$ cat config.mk
export PLATFORM = sky130hd
export DESIGN_NAME = broadcast_ring_buffer_unit
export DESIGN_NICKNAME = d
export VERILOG_FILES = /design/src/sv/brb_pkg.sv /design/src/sv/broadcast_ring_buffer_unit.sv /design/src/sv/brb_front.sv /design/src/sv/brb_back.sv
export SDC_FILE = /design/constraint.sdc
export NUM_CORES = 1
export LEC_CHECK = 0
export BUFFER_PORTS_ARGS = -buffer_cell sky130_fd_sc_hd__buf_2
export CAP_MARGIN = 20
export CORE_UTILIZATION = 50
export DETAILED_ROUTE_END_ITERATION = 16
export PLACE_DENSITY = 0.66
export SLEW_MARGIN = 20
export SYNTH_ARGS = -nofsm -noshare
export SYNTH_HDL_FRONTEND = slang
export SYNTH_SLANG_ARGS = --single-unit
$ cat constraint.sdc
create_clock -name i_clk -period 6.7 [get_ports i_clk]
set_clock_uncertainty 0.05 [all_clocks]
set_input_delay 1.005 -clock i_clk [delete_from_list [all_inputs] [get_ports i_clk]]
set_output_delay 1.005 -clock i_clk [all_outputs]
set_load 0.05 [all_outputs]
$ cat src/sv/brb_pkg.sv
package brb_pkg;

    localparam int DEPTH       = 16;
    localparam int MAX_READERS = 8;
    localparam int DATA_WIDTH  = 16;

    localparam int PTR_W   = $clog2(DEPTH);
    localparam int RID_W   = 3;
    localparam int RCNT_W  = 4;
    localparam int RLEN_W  = 5;
    localparam int CNT_W   = $clog2(MAX_READERS + 1);
    localparam int LEN_W   = $clog2(DEPTH + 1);
    localparam int CFG_W   = (RCNT_W > RLEN_W) ? RCNT_W : RLEN_W;
    localparam int IUSER_W = 1 + RID_W;
    localparam int OUSER_W = 2;

    typedef enum logic {
        CFG_READER_COUNT = 1'b0,
        CFG_RING_LENGTH  = 1'b1
    } t_cfg_index;

    typedef enum logic {
        OP_WRITE = 1'b0,
        OP_READ  = 1'b1
    } t_opcode;

    typedef enum logic [1:0] {
        ST_DONE   = 2'd0,
        ST_FULL   = 2'd1,
        ST_EMPTY  = 2'd2,
        ST_BAD_ID = 2'd3
    } t_status;

    typedef enum logic [1:0] {
        KIND_WRITE  = 2'd0,
        KIND_READ   = 2'd1,
        KIND_BAD_ID = 2'd2
    } t_kind;

    typedef struct packed {
        t_kind                         kind;
        logic [RID_W-1:0]              reader_id;
        logic signed [DATA_WIDTH-1:0]  write_value;
    } t_cmd;

    function automatic logic [CNT_W-1:0] eff_readers(input logic [RCNT_W-1:0] cnt);
        logic [CNT_W-1:0] res;
        if (cnt == '0) begin
            res = CNT_W'(1);
        end else if (32'(cnt) > MAX_READERS) begin
            res = CNT_W'(MAX_READERS);
        end else begin
            res = CNT_W'(cnt);
        end
        return res;
    endfunction

    function automatic logic [LEN_W-1:0] eff_length(input logic [RLEN_W-1:0] len);
        logic [LEN_W-1:0] res;
        if (len == '0) begin
            res = LEN_W'(1);
        end else if (32'(len) > DEPTH) begin
            res = LEN_W'(DEPTH);
        end else begin
            res = LEN_W'(len);
        end
        return res;
    endfunction

endpackage

$ cat src/sv/broadcast_ring_buffer_unit.sv
// Channel   Direction  Handshake                    Payload
// s_axis    in         s_axis_tvalid/s_axis_tready  tdata write_value, tuser opcode, reader_id
// m_axis    out        m_axis_tvalid/m_axis_tready  tdata read_value, tuser status
// cfg       in         i_cfg_we                     i_cfg_addr, i_cfg_data
//
// One item per cycle sustained while m_axis_tready stays high; an item passes
// through the two-entry command queue and then the registered execute stage.
// Each item touches at most one slot and one pointer in the execute stage.
// Synchronous active-low reset empties the ring, zeroes every pointer and lap
// and sets reader_count to 1 and ring_length to 16.
// Output stall backs up the queue; s_axis_tready drops once both entries fill.
module broadcast_ring_buffer_unit (
    input  logic                                i_clk,
    input  logic                                i_rst_n,
    input  logic                                s_axis_tvalid,
    output logic                                s_axis_tready,
    input  logic [brb_pkg::DATA_WIDTH-1:0]      s_axis_tdata,   // [15:0] write_value
    input  logic [brb_pkg::IUSER_W-1:0]         s_axis_tuser,   // [0] opcode, [3:1] reader_id
    output logic                                m_axis_tvalid,
    input  logic                                m_axis_tready,
    output logic [brb_pkg::DATA_WIDTH-1:0]      m_axis_tdata,   // [15:0] read_value
    output logic [brb_pkg::OUSER_W-1:0]         m_axis_tuser,   // [1:0] status
    input  logic                                i_cfg_we,
    input  logic                                i_cfg_addr,
    input  logic [brb_pkg::CFG_W-1:0]           i_cfg_data
);

    logic [brb_pkg::RCNT_W-1:0] r_reader_count;
    logic [brb_pkg::RLEN_W-1:0] r_ring_length;
    logic [brb_pkg::CNT_W-1:0]  need;
    logic [brb_pkg::LEN_W-1:0]  len;
    logic                       cmd_valid;
    logic                       cmd_take;
    brb_pkg::t_cmd              cmd;
    logic signed [brb_pkg::DATA_WIDTH-1:0] read_value;

    always_ff @(posedge i_clk) begin
        if (!i_rst_n) begin
            r_reader_count <= brb_pkg::RCNT_W'(1);
            r_ring_length  <= brb_pkg::RLEN_W'(16);
        end else if (i_cfg_we) begin
            unique case (brb_pkg::t_cfg_index'(i_cfg_addr))
                brb_pkg::CFG_READER_COUNT: r_reader_count <= i_cfg_data[brb_pkg::RCNT_W-1:0];
                brb_pkg::CFG_RING_LENGTH:  r_ring_length  <= i_cfg_data[brb_pkg::RLEN_W-1:0];
                default: ;
            endcase
        end
    end

    assign need = brb_pkg::eff_readers(r_reader_count);
    assign len  = brb_pkg::eff_length(r_ring_length);

    brb_front u_front (
        .i_clk         (i_clk),
        .i_rst_n       (i_rst_n),
        .i_valid       (s_axis_tvalid),
        .o_ready       (s_axis_tready),
        .i_opcode      (s_axis_tuser[0]),
        .i_reader_id   (s_axis_tuser[brb_pkg::RID_W:1]),
        .i_write_value (s_axis_tdata),
        .i_need        (need),
        .o_cmd_valid   (cmd_valid),
        .i_cmd_take    (cmd_take),
        .o_cmd         (cmd)
    );

    brb_back u_back (
        .i_clk        (i_clk),
        .i_rst_n      (i_rst_n),
        .i_cmd_valid  (cmd_valid),
        .o_cmd_take   (cmd_take),
        .i_cmd        (cmd),
        .i_need       (need),
        .i_len        (len),
        .o_valid      (m_axis_tvalid),
        .i_ready      (m_axis_tready),
        .o_status     (m_axis_tuser),
        .o_read_value (read_value)
    );

    assign m_axis_tdata = read_value;

endmodule

$ cat src/sv/brb_front.sv
module brb_front (
    input  logic                            i_clk,
    input  logic                            i_rst_n,
    input  logic                            i_valid,
    output logic                            o_ready,
    input  logic                            i_opcode,
    input  logic [brb_pkg::RID_W-1:0]       i_reader_id,
    input  logic signed [brb_pkg::DATA_WIDTH-1:0] i_write_value,
    input  logic [brb_pkg::CNT_W-1:0]       i_need,
    output logic                            o_cmd_valid,
    input  logic                            i_cmd_take,
    output brb_pkg::t_cmd                   o_cmd
);

    brb_pkg::t_cmd r_q [2];
    logic          r_wr_idx;
    logic          r_rd_idx;
    logic [1:0]    r_count;
    brb_pkg::t_cmd n_cmd;
    logic          push;
    logic          pop;

    assign o_ready     = (r_count != 2'd2);
    assign o_cmd_valid = (r_count != 2'd0);
    assign o_cmd       = r_q[r_rd_idx];
    assign push        = i_valid && o_ready;
    assign pop         = i_cmd_take && o_cmd_valid;

    // classify
    always_comb begin
        n_cmd.reader_id   = i_reader_id;
        n_cmd.write_value = i_write_value;
        if (brb_pkg::t_opcode'(i_opcode) == brb_pkg::OP_WRITE) begin
            n_cmd.kind = brb_pkg::KIND_WRITE;
        end else if (brb_pkg::CNT_W'(i_reader_id) >= i_need) begin
            n_cmd.kind = brb_pkg::KIND_BAD_ID;
        end else begin
            n_cmd.kind = brb_pkg::KIND_READ;
        end
    end

    always_ff @(posedge i_clk) begin
        if (push) begin
            r_q[r_wr_idx] <= n_cmd;
        end
    end

    always_ff @(posedge i_clk) begin
        if (!i_rst_n) begin
            r_wr_idx <= 1'b0;
            r_rd_idx <= 1'b0;
            r_count  <= 2'd0;
        end else begin
            if (push) begin
                r_wr_idx <= ~r_wr_idx;
            end
            if (pop) begin
                r_rd_idx <= ~r_rd_idx;
            end
            case ({push, pop})
                2'b10:   r_count <= r_count + 2'd1;
                2'b01:   r_count <= r_count - 2'd1;
                default: r_count <= r_count;
            endcase
        end
    end

endmodule

$ cat src/sv/brb_back.sv
module brb_back (
    input  logic                            i_clk,
    input  logic                            i_rst_n,
    input  logic                            i_cmd_valid,
    output logic                            o_cmd_take,
    input  brb_pkg::t_cmd                   i_cmd,
    input  logic [brb_pkg::CNT_W-1:0]       i_need,
    input  logic [brb_pkg::LEN_W-1:0]       i_len,
    output logic                            o_valid,
    input  logic                            i_ready,
    output logic [1:0]                      o_status,
    output logic signed [brb_pkg::DATA_WIDTH-1:0] o_read_value
);

    logic signed [brb_pkg::DATA_WIDTH-1:0] r_data [brb_pkg::DEPTH];
    logic [brb_pkg::CNT_W-1:0] r_reads  [brb_pkg::DEPTH];
    logic [brb_pkg::DEPTH-1:0] r_filled;
    logic [brb_pkg::DEPTH-1:0] r_slap;
    logic [brb_pkg::PTR_W-1:0] r_wptr;
    logic                      r_wlap;
    logic [brb_pkg::PTR_W-1:0] r_rptr [brb_pkg::MAX_READERS];
    logic [brb_pkg::MAX_READERS-1:0] r_rlap;

    logic                      r_out_valid;
    brb_pkg::t_status          r_out_status;
    logic signed [brb_pkg::DATA_WIDTH-1:0] r_out_value;

    logic                      take;
    logic                      is_write;
    logic                      is_read;
    logic [brb_pkg::PTR_W-1:0] rptr;
    logic                      rlap;
    logic [brb_pkg::PTR_W-1:0] slot;
    logic                      writable;
    logic                      readable;
    logic [brb_pkg::PTR_W-1:0] ptr_in;
    logic                      lap_in;
    logic [brb_pkg::PTR_W:0]   ptr_inc;
    logic [brb_pkg::PTR_W-1:0] n_ptr;
    logic                      n_lap;
    brb_pkg::t_status          n_status;
    logic signed [brb_pkg::DATA_WIDTH-1:0] n_value;

    assign take       = i_cmd_valid && (!r_out_valid || i_ready);
    assign o_cmd_take = take;
    assign is_write   = (i_cmd.kind == brb_pkg::KIND_WRITE);
    assign is_read    = (i_cmd.kind == brb_pkg::KIND_READ);
    assign rptr       = r_rptr[i_cmd.reader_id];
    assign rlap       = r_rlap[i_cmd.reader_id];
    assign slot       = is_write ? r_wptr : rptr;
    assign writable   = !r_filled[slot] || (r_reads[slot] >= i_need);
    assign readable   = r_filled[slot] && (r_reads[slot] < i_need) && (r_slap[slot] == rlap);

    // advance the pointer that this item moves
    assign ptr_in  = is_write ? r_wptr : rptr;
    assign lap_in  = is_write ? r_wlap : rlap;
    assign ptr_inc = {1'b0, ptr_in} + (brb_pkg::PTR_W+1)'(1);
    always_comb begin
        if (brb_pkg::LEN_W'(ptr_inc) >= i_len) begin
            n_ptr = '0;
            n_lap = ~lap_in;
        end else begin
            n_ptr = ptr_inc[brb_pkg::PTR_W-1:0];
            n_lap = lap_in;
        end
    end

    always_comb begin
        n_value = '0;
        unique case (i_cmd.kind)
            brb_pkg::KIND_WRITE:  n_status = writable ? brb_pkg::ST_DONE : brb_pkg::ST_FULL;
            brb_pkg::KIND_READ: begin
                n_status = readable ? brb_pkg::ST_DONE : brb_pkg::ST_EMPTY;
                if (readable) begin
                    n_value = r_data[slot];
                end
            end
            default:              n_status = brb_pkg::ST_BAD_ID;
        endcase
    end

    always_ff @(posedge i_clk) begin
        if (take && is_write && writable) begin
            r_data[slot] <= i_cmd.write_value;
        end
        if (take) begin
            r_out_status <= n_status;
            r_out_value  <= n_value;
        end
    end

    always_ff @(posedge i_clk) begin
        if (!i_rst_n) begin
            r_filled    <= '0;
            r_slap      <= '0;
            r_wptr      <= '0;
            r_wlap      <= 1'b0;
            r_rlap      <= '0;
            r_out_valid <= 1'b0;
            for (int i = 0; i < brb_pkg::DEPTH; i++) begin
                r_reads[i] <= '0;
            end
            for (int i = 0; i < brb_pkg::MAX_READERS; i++) begin
                r_rptr[i] <= '0;
            end
        end else begin
            if (take) begin
                r_out_valid <= 1'b1;
            end else if (i_ready) begin
                r_out_valid <= 1'b0;
            end
            if (take && is_write && writable) begin
                r_reads[slot]  <= '0;
                r_filled[slot] <= 1'b1;
                r_slap[slot]   <= r_wlap;
                r_wptr         <= n_ptr;
                r_wlap         <= n_lap;
            end
            if (take && is_read && readable) begin
                r_reads[slot]               <= r_reads[slot] + brb_pkg::CNT_W'(1);
                r_rptr[i_cmd.reader_id]     <= n_ptr;
                r_rlap[i_cmd.reader_id]     <= n_lap;
            end
        end
    end

    assign o_valid      = r_out_valid;
    assign o_status     = r_out_status;
    assign o_read_value = r_out_value;

endmodule

Word level (Yosys, flattened, before mapping)
Memory sizes are Yosys's and may differ from the RTL's. A register that Yosys moved wholly into a read port is not among the register bits. Index checks and enable logic that the tools add are counted. Widths: inputs -> output; s select.

Flip-flop bits (word level): 61. Memories: 4. RAM bits: 394.

Order comparisons: 10. Add/sub/neg operators: 4. Reduce and logical (&&, ||, !) cells: 27. Equality and inequality tests: 5. Muxes and demuxes: 47. Bitwise gates (word level): 6.

Memories: u_back.r_data (words 16, bits a word 16, rd ports 1, clocked after memory_dff 1, write ports 1, RTL line brb_back.sv:15) `logic signed [brb_pkg::DATA_WIDTH-1:0] r_data [brb_pkg::DEPTH];`; u_back.r_reads (words 16, bits a word 4, rd ports 1, clocked after memory_dff 0, write ports 16, RTL line brb_back.sv:16) `logic [brb_pkg::CNT_W-1:0] r_reads [brb_pkg::DEPTH];`; u_front.r_q (words 2, bits a word 21, rd ports 1, clocked after memory_dff 1, write ports 1, RTL line brb_front.sv:15) `brb_pkg::t_cmd r_q [2];`; u_back.r_rptr (words 8, bits a word 4, rd ports 1, clocked after memory_dff 0, write ports 8, RTL line brb_back.sv:21) `logic [brb_pkg::PTR_W-1:0] r_rptr [brb_pkg::MAX_READERS];`.

Operators by type and width (count): $mux 4 (8); $mux 1 (24); $bwmux 16 (1); $or 16x16->16 (1); $logic_and 1x1->1 (11); $mux 5 (2); $bmux 1 s4 (2); $bwmux 8 (1); $pmux 2 s2 (2); $reduce_or 4->1 (2); $mux 2 (3); $reduce_and 2->1 (3); $reduce_bool 2->1 (3); $add 4x1->5 const B (1); $ge 5x5->1 (1); $gt 5x5->1 const B (1); $logic_not 5->1 (1); $lt 4x5->1 const B (1); $add 4x1->4 const B (1); $demux 1 s4 (1); $eq 2x1->1 const B (2); $ge 3x4->1 (1); $ge 4x1->1 const B (1); $ge 4x4->1 (1); other kinds (18) (24).

Logic depth before layout (Yosys ltp)
Gate-level depths: netlist (run 1).

Depth in word-level cells: 13. Mapped depth: 25. Gate-level depth less buffers: 18.

Modules after synthesis
From an unflattened synthesis (run 1), not the netlist that was laid out.

Cell total of the unflattened synthesis: 1701. Area, all modules: 20688.6 um2.

By module, submodules not included: brb_back (seq. area each 12031.5 um2, times used 1, cells each 1553, area an instance 18431.4 um2); brb_front (seq. area each 1361.3 um2, times used 1, cells each 100, area an instance 1826.8 um2); broadcast_ring_buffer_unit (seq. area each 180.2 um2, times used 1, cells each 48, area an instance 430.4 um2).

Worst setup path after synthesis (run 1)
No wires, ideal clock.

Kind: register to register. From: mem u_front.r_q[0][16] in the netlist's numbering. To: mem u_back.r_data[0][0] in the netlist's numbering (enable). Data arrival time: 4.999 ns. Slack: 1.235 ns. Period minus slack after synthesis: 5.465 ns. Setup time: 0.416 ns. Stages on the path, launching flop included: 19. Path buffers: 2. Cells stage by stage: edfxtp_1 > mux2_4 > buf_4 > mux4_2 > a222oi_1 > mux2i_1 > o211ai_1 > buf_2 > a221oi_1 > nor4_1 > inv_1 > ha_1 > nor2b_1 > o21ai_0 > nand2b_1 > a21oi_1 > nand2_1 > nor2_1 > nor3_1.

RTL lines (RTL line): start: declaration (brb_front.sv:15); end: declaration (brb_back.sv:15).

==> results.py, run 1 <==
metrics = {
    "floorplanning": {
        "dieArea_um2": 41400,
        "rows": 73,
        "initial_utilization": 0.509,
        "io_pins": 51,
        "core-area_um2": 39900,
        "die_h_um": 204,
        "die-width_um": 204,
    },
    "synth": {
        "avgSynthCellArea_um2": 12.5,
        "synthArstFlopShare": 0,
        "yosys.area.top_type": "edfxtp_1",
        "yosysSeqAreaShare": 0.668,
        "synth-seq-cells": 472,
        "syn_nets": 1677,
        "yosys.area_share.simple": 0.163,
        "synth_edf_count": 412,
        "synth_top_family_by_area": "simple AND/OR/NAND/NOR gates",
        "ys_types": 77,
        "synth_ff_type": "edfxtp_1",
        "synth.area.top_cells": "edfxtp_1 (61%), nand2_1 (6.6%), dfxtp_1 (5.9%), a311oi_1 (2.9%), mux2i_1 (2.3%)",
        "yosysTopAreaCellShare": 0.609,
        "synthAdderAreaFrac": 0.0111,
        "syn_inst": 1628,
        "yosys.area_share.xor_xnor": 0.00524,
        "synthTopCellsByCount": "edfxtp_1 (412), nand2_1 (355), nor3_1 (93)",
        "ys.warnings.count": 0,
        "synth.area.mux_share": 0.0396,
        "synth-compound-area-share": 0.0826,
        "synth.most_common_cell": "edfxtp_1",
        "synthesis.area_um2": 20300,
    },
    "pwr": {
        "p_switching_uw": 4210,
        "switching_share": 0.403,
        "p_seq_frac": 0.361,
        "leakagePower_uw": 0.00772,
        "internal-power_uw": 6220,
        "power.density_nw_per_um2": 457,
        "p_clk_frac": 0.245,
        "finalPower_uw": 10400,
        "comb_power_share": 0.394,
        "worst_ir_drop_vdd_mv": 0.326,
    },
    "routing": {
        "avgViaCountPerCell": 6.12,
        "ant_nets": 0,
        "drc": 0,
        "drt-initial-drc-count": 1416,
        "dr.pass1.iters": 6,
        "wl_per_cell_um": 22.9,
        "wl_um": 51100,
        "vias": 13600,
    },
    "grt": {
        "grt.overflow.total": 0,
        "antenna_found_initial": 0,
        "grt_usage": 0.251,
        "grt_max_degree": 113,
        "grt_pass1_vias": 13300,
        "grt_pass1_wl_um": 78700,
    },
    "layout": {
        "antennaDiodeCount": 0,
        "area_delta_synth_final_pct": 12.3,
        "fillCellCount": 3220,
        "final_layout_size_suffix_gt1_frac": 0.139,
        "stdcell_count": 2228,
        "layout.nets": 1712,
    },
    "clocking": {
        "h-tree-depth": 2,
        "cts_tree": "done",
        "cts_buffers": 48,
        "cts_root_buffer": "clkbuf_16",
        "clock_path_buffers": 3,
        "clkSlewWorstSetupHoldPaths_ps": 60,
        "clock_sinks": 472,
        "clk_latency_ps": 590,
    },
    "setup_path": {
        "critPathMaxFanout": 32,
        "worstSetupStartpointType": "flip-flop",
        "worstSetupPathType": "reg2reg",
        "arrival_ps": 6400,
        "worstPathRequired_ps": 6860,
        "crit_path_end_kind": "flip-flop",
    },
    "timing": {
        "rsz0062_at_grt": "false",
        "fmax_mhz": 160,
        "hold_slack_ps": 409,
        "setup_viol": 0,
        "worstMarginPinSlew_ps": 1060,
        "drv_slew": 0,
        "tns_ps": 0,
        "period_share": 0.932,
        "relSlewSlack": 0.287,
        "hold_violations": 0,
        "fin_crit_ps": 6240,
    },
    "placement": {
        "place_congestion": 0.904,
        "io_buffers": 50,
        "dp_hpwl_um": 31200,
        "dp_cells": 2137,
    },
    "hold_path": {
        "hp-class": "reg2reg",
        "holdCritStartpoint": "u_back.r_wptr[0]",
    },
    "run_status": {
        "status": "finished, final reports clean",
    },
    "flow_run": {
        "drv_cap": 0,
    },
}
state kept, by name (all words and copies together), names as in the netlist, 8 cells and up, named ones only:
| signal | flops |
|---|---|
| u_back.r_slap | 16 |
| u_back.r_data | 256 |
| u_back.r_rptr | 32 |
| u_front.r_q | 42 |
| u_back.r_filled | 16 |
| u_back.r_reads | 64 |
| u_back.r_rlap | 8 |
| u_back.o_read_value | 16 |
through the flow:
stage,instance area (um2),setup WS (ps),util
after floorplan,20300,1230,-
after global placement,21200,333,0.532
after detailed placement,21300,309,0.533
after CTS,22800,270,0.570
after global routing,22800,59.5,0.571
final,22800,459,0.571
logic make-up (layout without fill, tap and decap cells):
kind of cell / count (synthesis) / after routing
flops: 472 / 472
mux: 72 / 72
xor+xnor: 10 / 10
simple gates: 711 / 711
fa+ha+maj: 18 / 18
buf+inv: 143 / 218
compound gates: 202 / 202
final timing paths:
path / end / slack [ps] / depth (start not counted)
max: u_back.r_reads[6][0] / 460 / 21
max reg2reg: u_back.r_reads[6][0] / 460 / 21
min reg2reg: u_back.r_wptr[0] / 410 / 2
min: u_back.r_wptr[0] / 410 / 2
routing by layer:
layer / vias to the layer above / share of wire / track usage
li1: 6191 / - / -
met1: 6779 / 0.41 / 0.340
met2: 545 / 0.48 / 0.412
met3: 114 / 0.070 / 0.0339
met4: 0 / 0.033 / 0.0996
met5: - / 0 / 0
cell usage in the layout (no fill, tap or decap), types with 7 or more instances in the layout:
cell / instances
inv_1: 26
nand3_1: 84
clkbuf_16: 49
o2bb2ai_1: 8
buf_4: 46
mux2_2: 18
clkbuf_1: 19
edfxtp_1: 412
a211oi_1: 9
ha_1: 18
buf_2: 50
nor3_4: 11
and2_1: 11
nand2b_1: 8
and3_1: 34
mux2i_1: 46
dfxtp_1: 59
nor2b_1: 7
a21oi_1: 30
nor4_1: 32
o21ai_0: 7
clkinv_1: 8
nor2_1: 47
nand2_1: 355
a221oi_1: 13
o21a_1: 18
a311oi_1: 67
nor3_1: 85
worst max-delay path, stage by stage (launching register included):
cell	delay, ps
dfxtp_4	550
mux2_4	420
mux2i_1	160
a221o_1	490
o31ai_4	300
buf_4	420
inv_4	210
a21oi_1	260
a221oi_1	130
nor4_1	420
inv_1	140
ha_1	330
nor2b_1	130
o21ai_0	150
nand2b_1	80
a21oi_1	290
o41ai_4	210
nor2_2	110
buf_4	190
a211oi_4	90
buf_12	170
nor3_1	500
timing repair:
item,4_1_cts,5_1_grt
hold endpoints to repair,0,0
buffers inserted,0,1
gates resized for setup,0,3
hold buffers,0,0
endpoints found under the setup margin,0,213
area by class of cell:
type                    instances  area, um2  area share
flip-flops and latches        472      13600       0.595
multi-input cells            1013       6290       0.276
clock buffers                  72       1350      0.0593
repair buffers                100        676      0.0296
well taps                     525        657      0.0288
clock inverters                18        145     0.00637
inverters                      28        108     0.00472
power groups by stage:
stage	sequential, uW	clock [uW]	combinational (uW)
2_1_floorplan	3950	0	2680
3_3_place_gp	3820	0	4000
3_5_place_dp	3830	0	4080
4_1_cts	3770	2590	4100
5_1_grt	3790	2700	4430
6_report	3770	2550	4110
(Power assumes the default switching activity.)
==> run 2: changes to the inputs <==
PLACE_DENSITY = 0.63   (was 0.66)
==> run 2 against run 1 <==
Compared with the run above:
- cell count unchanged
- maximum frequency rose by 1.0%
- first-iteration DRC count decreased by 30%
- flip-flop and latch count did not move
- critical endpoint is now u_back.r_reads[14][1]
- count of clock-buffer cells in the layout fell by 4
- non-clock buffer count stayed put
- hold slack worse by 2.1 ps
- via count decreased by 2.1%
- sequential share of layout area hardly changed
- sequential power hardly changed
- register-to-register slack gained 60 ps
- largest power group unchanged
- critical path depth is 1 lower
==> results.py, run 2 (synthesis results as in run 1) <==
metrics = {
    "run_status": {
        "status": "finished, final reports clean",
    },
    "clocking": {
        "clock_sinks": 472,
        "clk_latency_ps": 600,
        "cts_root_buffer": "clkbuf_16",
        "cts_buffers": 48,
        "cts_tree": "done",
        "clkSlewWorstSetupHoldPaths_ps": 60,
        "clock_path_buffers": 3,
        "postCtsHoldBufs": 0,
        "h-tree-depth": 2,
    },
    "floorplanning": {
        "initial_utilization": 0.509,
        "dieArea_um2": 41400,
        "io_pins": 51,
        "die_h_um": 204,
        "rows": 73,
        "die-width_um": 204,
        "core-area_um2": 39900,
    },
    "setup_path": {
        "crit_path_end_kind": "flip-flop",
        "path_buf_inv": 4,
        "worstSetupStartpointType": "flip-flop",
        "critPathMaxFanout": 72,
        "crit_chain": "mux2_4 > mux2i_1 > a221o_1 > o31ai_4 > buf_12 > inv_4 > a21oi_1 > a221oi_1 > nor4_1 > inv_1 > ha_1 > nor2b_1 > o21ai_0 > nand2b_1 > a21oi_1 > o41ai_4 > nor2_4 > a211oi_4 > buf_12 > nor3_1",
        "reg2reg_to": "u_back.r_reads[14][1]",
        "worstPathRequired_ps": 6870,
        "critPathTopFamily": "compound AO/OA/AOI/OAI gates",
        "worstRegToRegCells": 20,
        "regToRegSetupSlack_ps": 520,
        "crit_path_top_delay_cell": "dfxtp_2",
        "worstSetupPathType": "reg2reg",
        "arrival_ps": 6350,
        "max_stage_delay_ps": 680,
    },
    "hold_path": {
        "hp-class": "reg2reg",
        "holdPathEnd": "u_back.r_filled[4]",
        "hold_depth": 1,
        "holdCritStartpoint": "u_back.r_filled[4]",
    },
    "placement": {
        "io_buffers": 50,
        "dp_cells": 2133,
        "dp_hpwl_um": 31000,
        "preCtsSetupSlack_ps": 257,
        "place_congestion": 0.890,
    },
    "routing": {
        "ant_nets": 0,
        "drc": 0,
        "dr.pass1.iters": 5,
        "vias": 13300,
        "wl_um": 50900,
        "drt-initial-drc-count": 994,
        "wl_per_cell_um": 22.8,
        "avgViaCountPerCell": 5.99,
    },
    "timing": {
        "setup_viol": 0,
        "fmax_mhz": 162,
        "rsz0062_at_grt": "false",
        "tns_ps": 0,
        "hold_slack_ps": 407,
        "fin_ws_ps": 521,
        "worstMarginPinSlew_ps": 1100,
        "hold_violations": 0,
        "fin_crit_ps": 6180,
        "period_share": 0.922,
        "drv_slew": 0,
        "relSlewSlack": 0.264,
    },
    "layout": {
        "top_regs": "u_back.r_data (256), u_back.r_reads (64), u_front.r_q (42)",
        "area_delta_synth_final_pct": 12.3,
        "fillCellCount": 3222,
        "regMostFlops": "u_back.r_data",
        "largest_register_ffs": 256,
        "antennaDiodeCount": 0,
        "stdcell_count": 2228,
        "final_cell_mix": "edfxtp_1 (412), nand2_1 (355), nor3_1 (84), nand3_1 (84), a311oi_1 (67)",
        "final_layout_size_suffix_gt1_frac": 0.139,
        "layout.nets": 1712,
        "final_common_cell": "edfxtp_1",
        "final_core_util": 0.571,
    },
    "flow_run": {
        "drv_cap": 0,
    },
    "grt": {
        "grt.overflow.total": 0,
        "grt_pass1_wl_um": 77400,
        "grt_pass1_vias": 13000,
        "grt_max_degree": 73,
        "antenna_found_initial": 0,
        "grt_usage": 0.249,
    },
    "pwr": {
        "leakagePower_uw": 0.00772,
        "worst_ir_drop_vdd_mv": 0.423,
        "power.density_nw_per_um2": 455,
    },
}
[run 2: area by class of cell]
| cell class | instances | area, um2 | share of cell area |
|---|---|---|---|
| clock buffer | 68 | 1330 | 0.0582 |
| clock inverter | 22 | 168 | 0.00735 |
| sequential | 472 | 13600 | 0.595 |
| timing repair buffer | 100 | 703 | 0.0308 |
| inverter | 28 | 108 | 0.00472 |
| multi-input combinational | 1013 | 6270 | 0.275 |
| tap | 525 | 657 | 0.0288 |
[run 2: how the worst max path moves through the flow]
stage | start | to | slack, ps | cells past startpoint
global route | flip-flop | u_back.r_reads[9][1] | 60 | 20
floorplan | u_front.r_q[0][16] | u_back.r_data[0][0] | 1230 | 18
CTS | flip-flop | u_back.r_reads[11][1] | 210 | 17
global placement | flip-flop | u_back.r_reads[5][3] | 400 | 17
finish | flip-flop | u_back.r_reads[14][1] | 520 | 20
detailed placement | flip-flop | u_back.r_reads[11][1] | 260 | 17
[run 2: worst reg2reg max path: stages (launching register included)]
cell and delay (ps):
dfxtp_2 680, mux2_4 440, mux2i_1 160, a221o_1 490
o31ai_4 340, buf_12 370, inv_4 180, a21oi_1 170
a221oi_1 110, nor4_1 440, inv_1 140, ha_1 330
nor2b_1 130, o21ai_0 150, nand2b_1 70, a21oi_1 270
o41ai_4 210, nor2_4 310, a211oi_4 120, buf_12 170
nor3_1 490
[run 2: per-stage QoR]
stage | power, uW | cell area, um2
after floorplan | 6630 | 20300
after global placement | 7840 | 21200
after global routing | 10900 | 22800
after detailed placement | 7890 | 21200
final | 10400 | 22800
after CTS | 10400 | 22700
[run 2: repair_timing]
action / in CTS / in global routing
setup endpoints to repair: 0 / 64
setup buffers: 0 / 3
resized for setup: 0 / 4
[run 2: power breakdown]
part | leakage (uW) | internal [uW] | total [uW] | switching (uW)
combinational | 0.00269 | 1150 | 4070 | 2930
clock | 0.000722 | 1430 | 2530 | 1100
sequential | 0.00431 | 3640 | 3770 | 129
[run 2: layer usage]
metal	track usage	share of wire	vias up	routed length, um
li1	-	-	6178	-
met1	0.334	0.42	6617	21200
met2	0.418	0.50	457	25300
met3	0.0380	0.062	89	3150
met4	0.0725	0.023	0	1180
met5	0	0	-	0
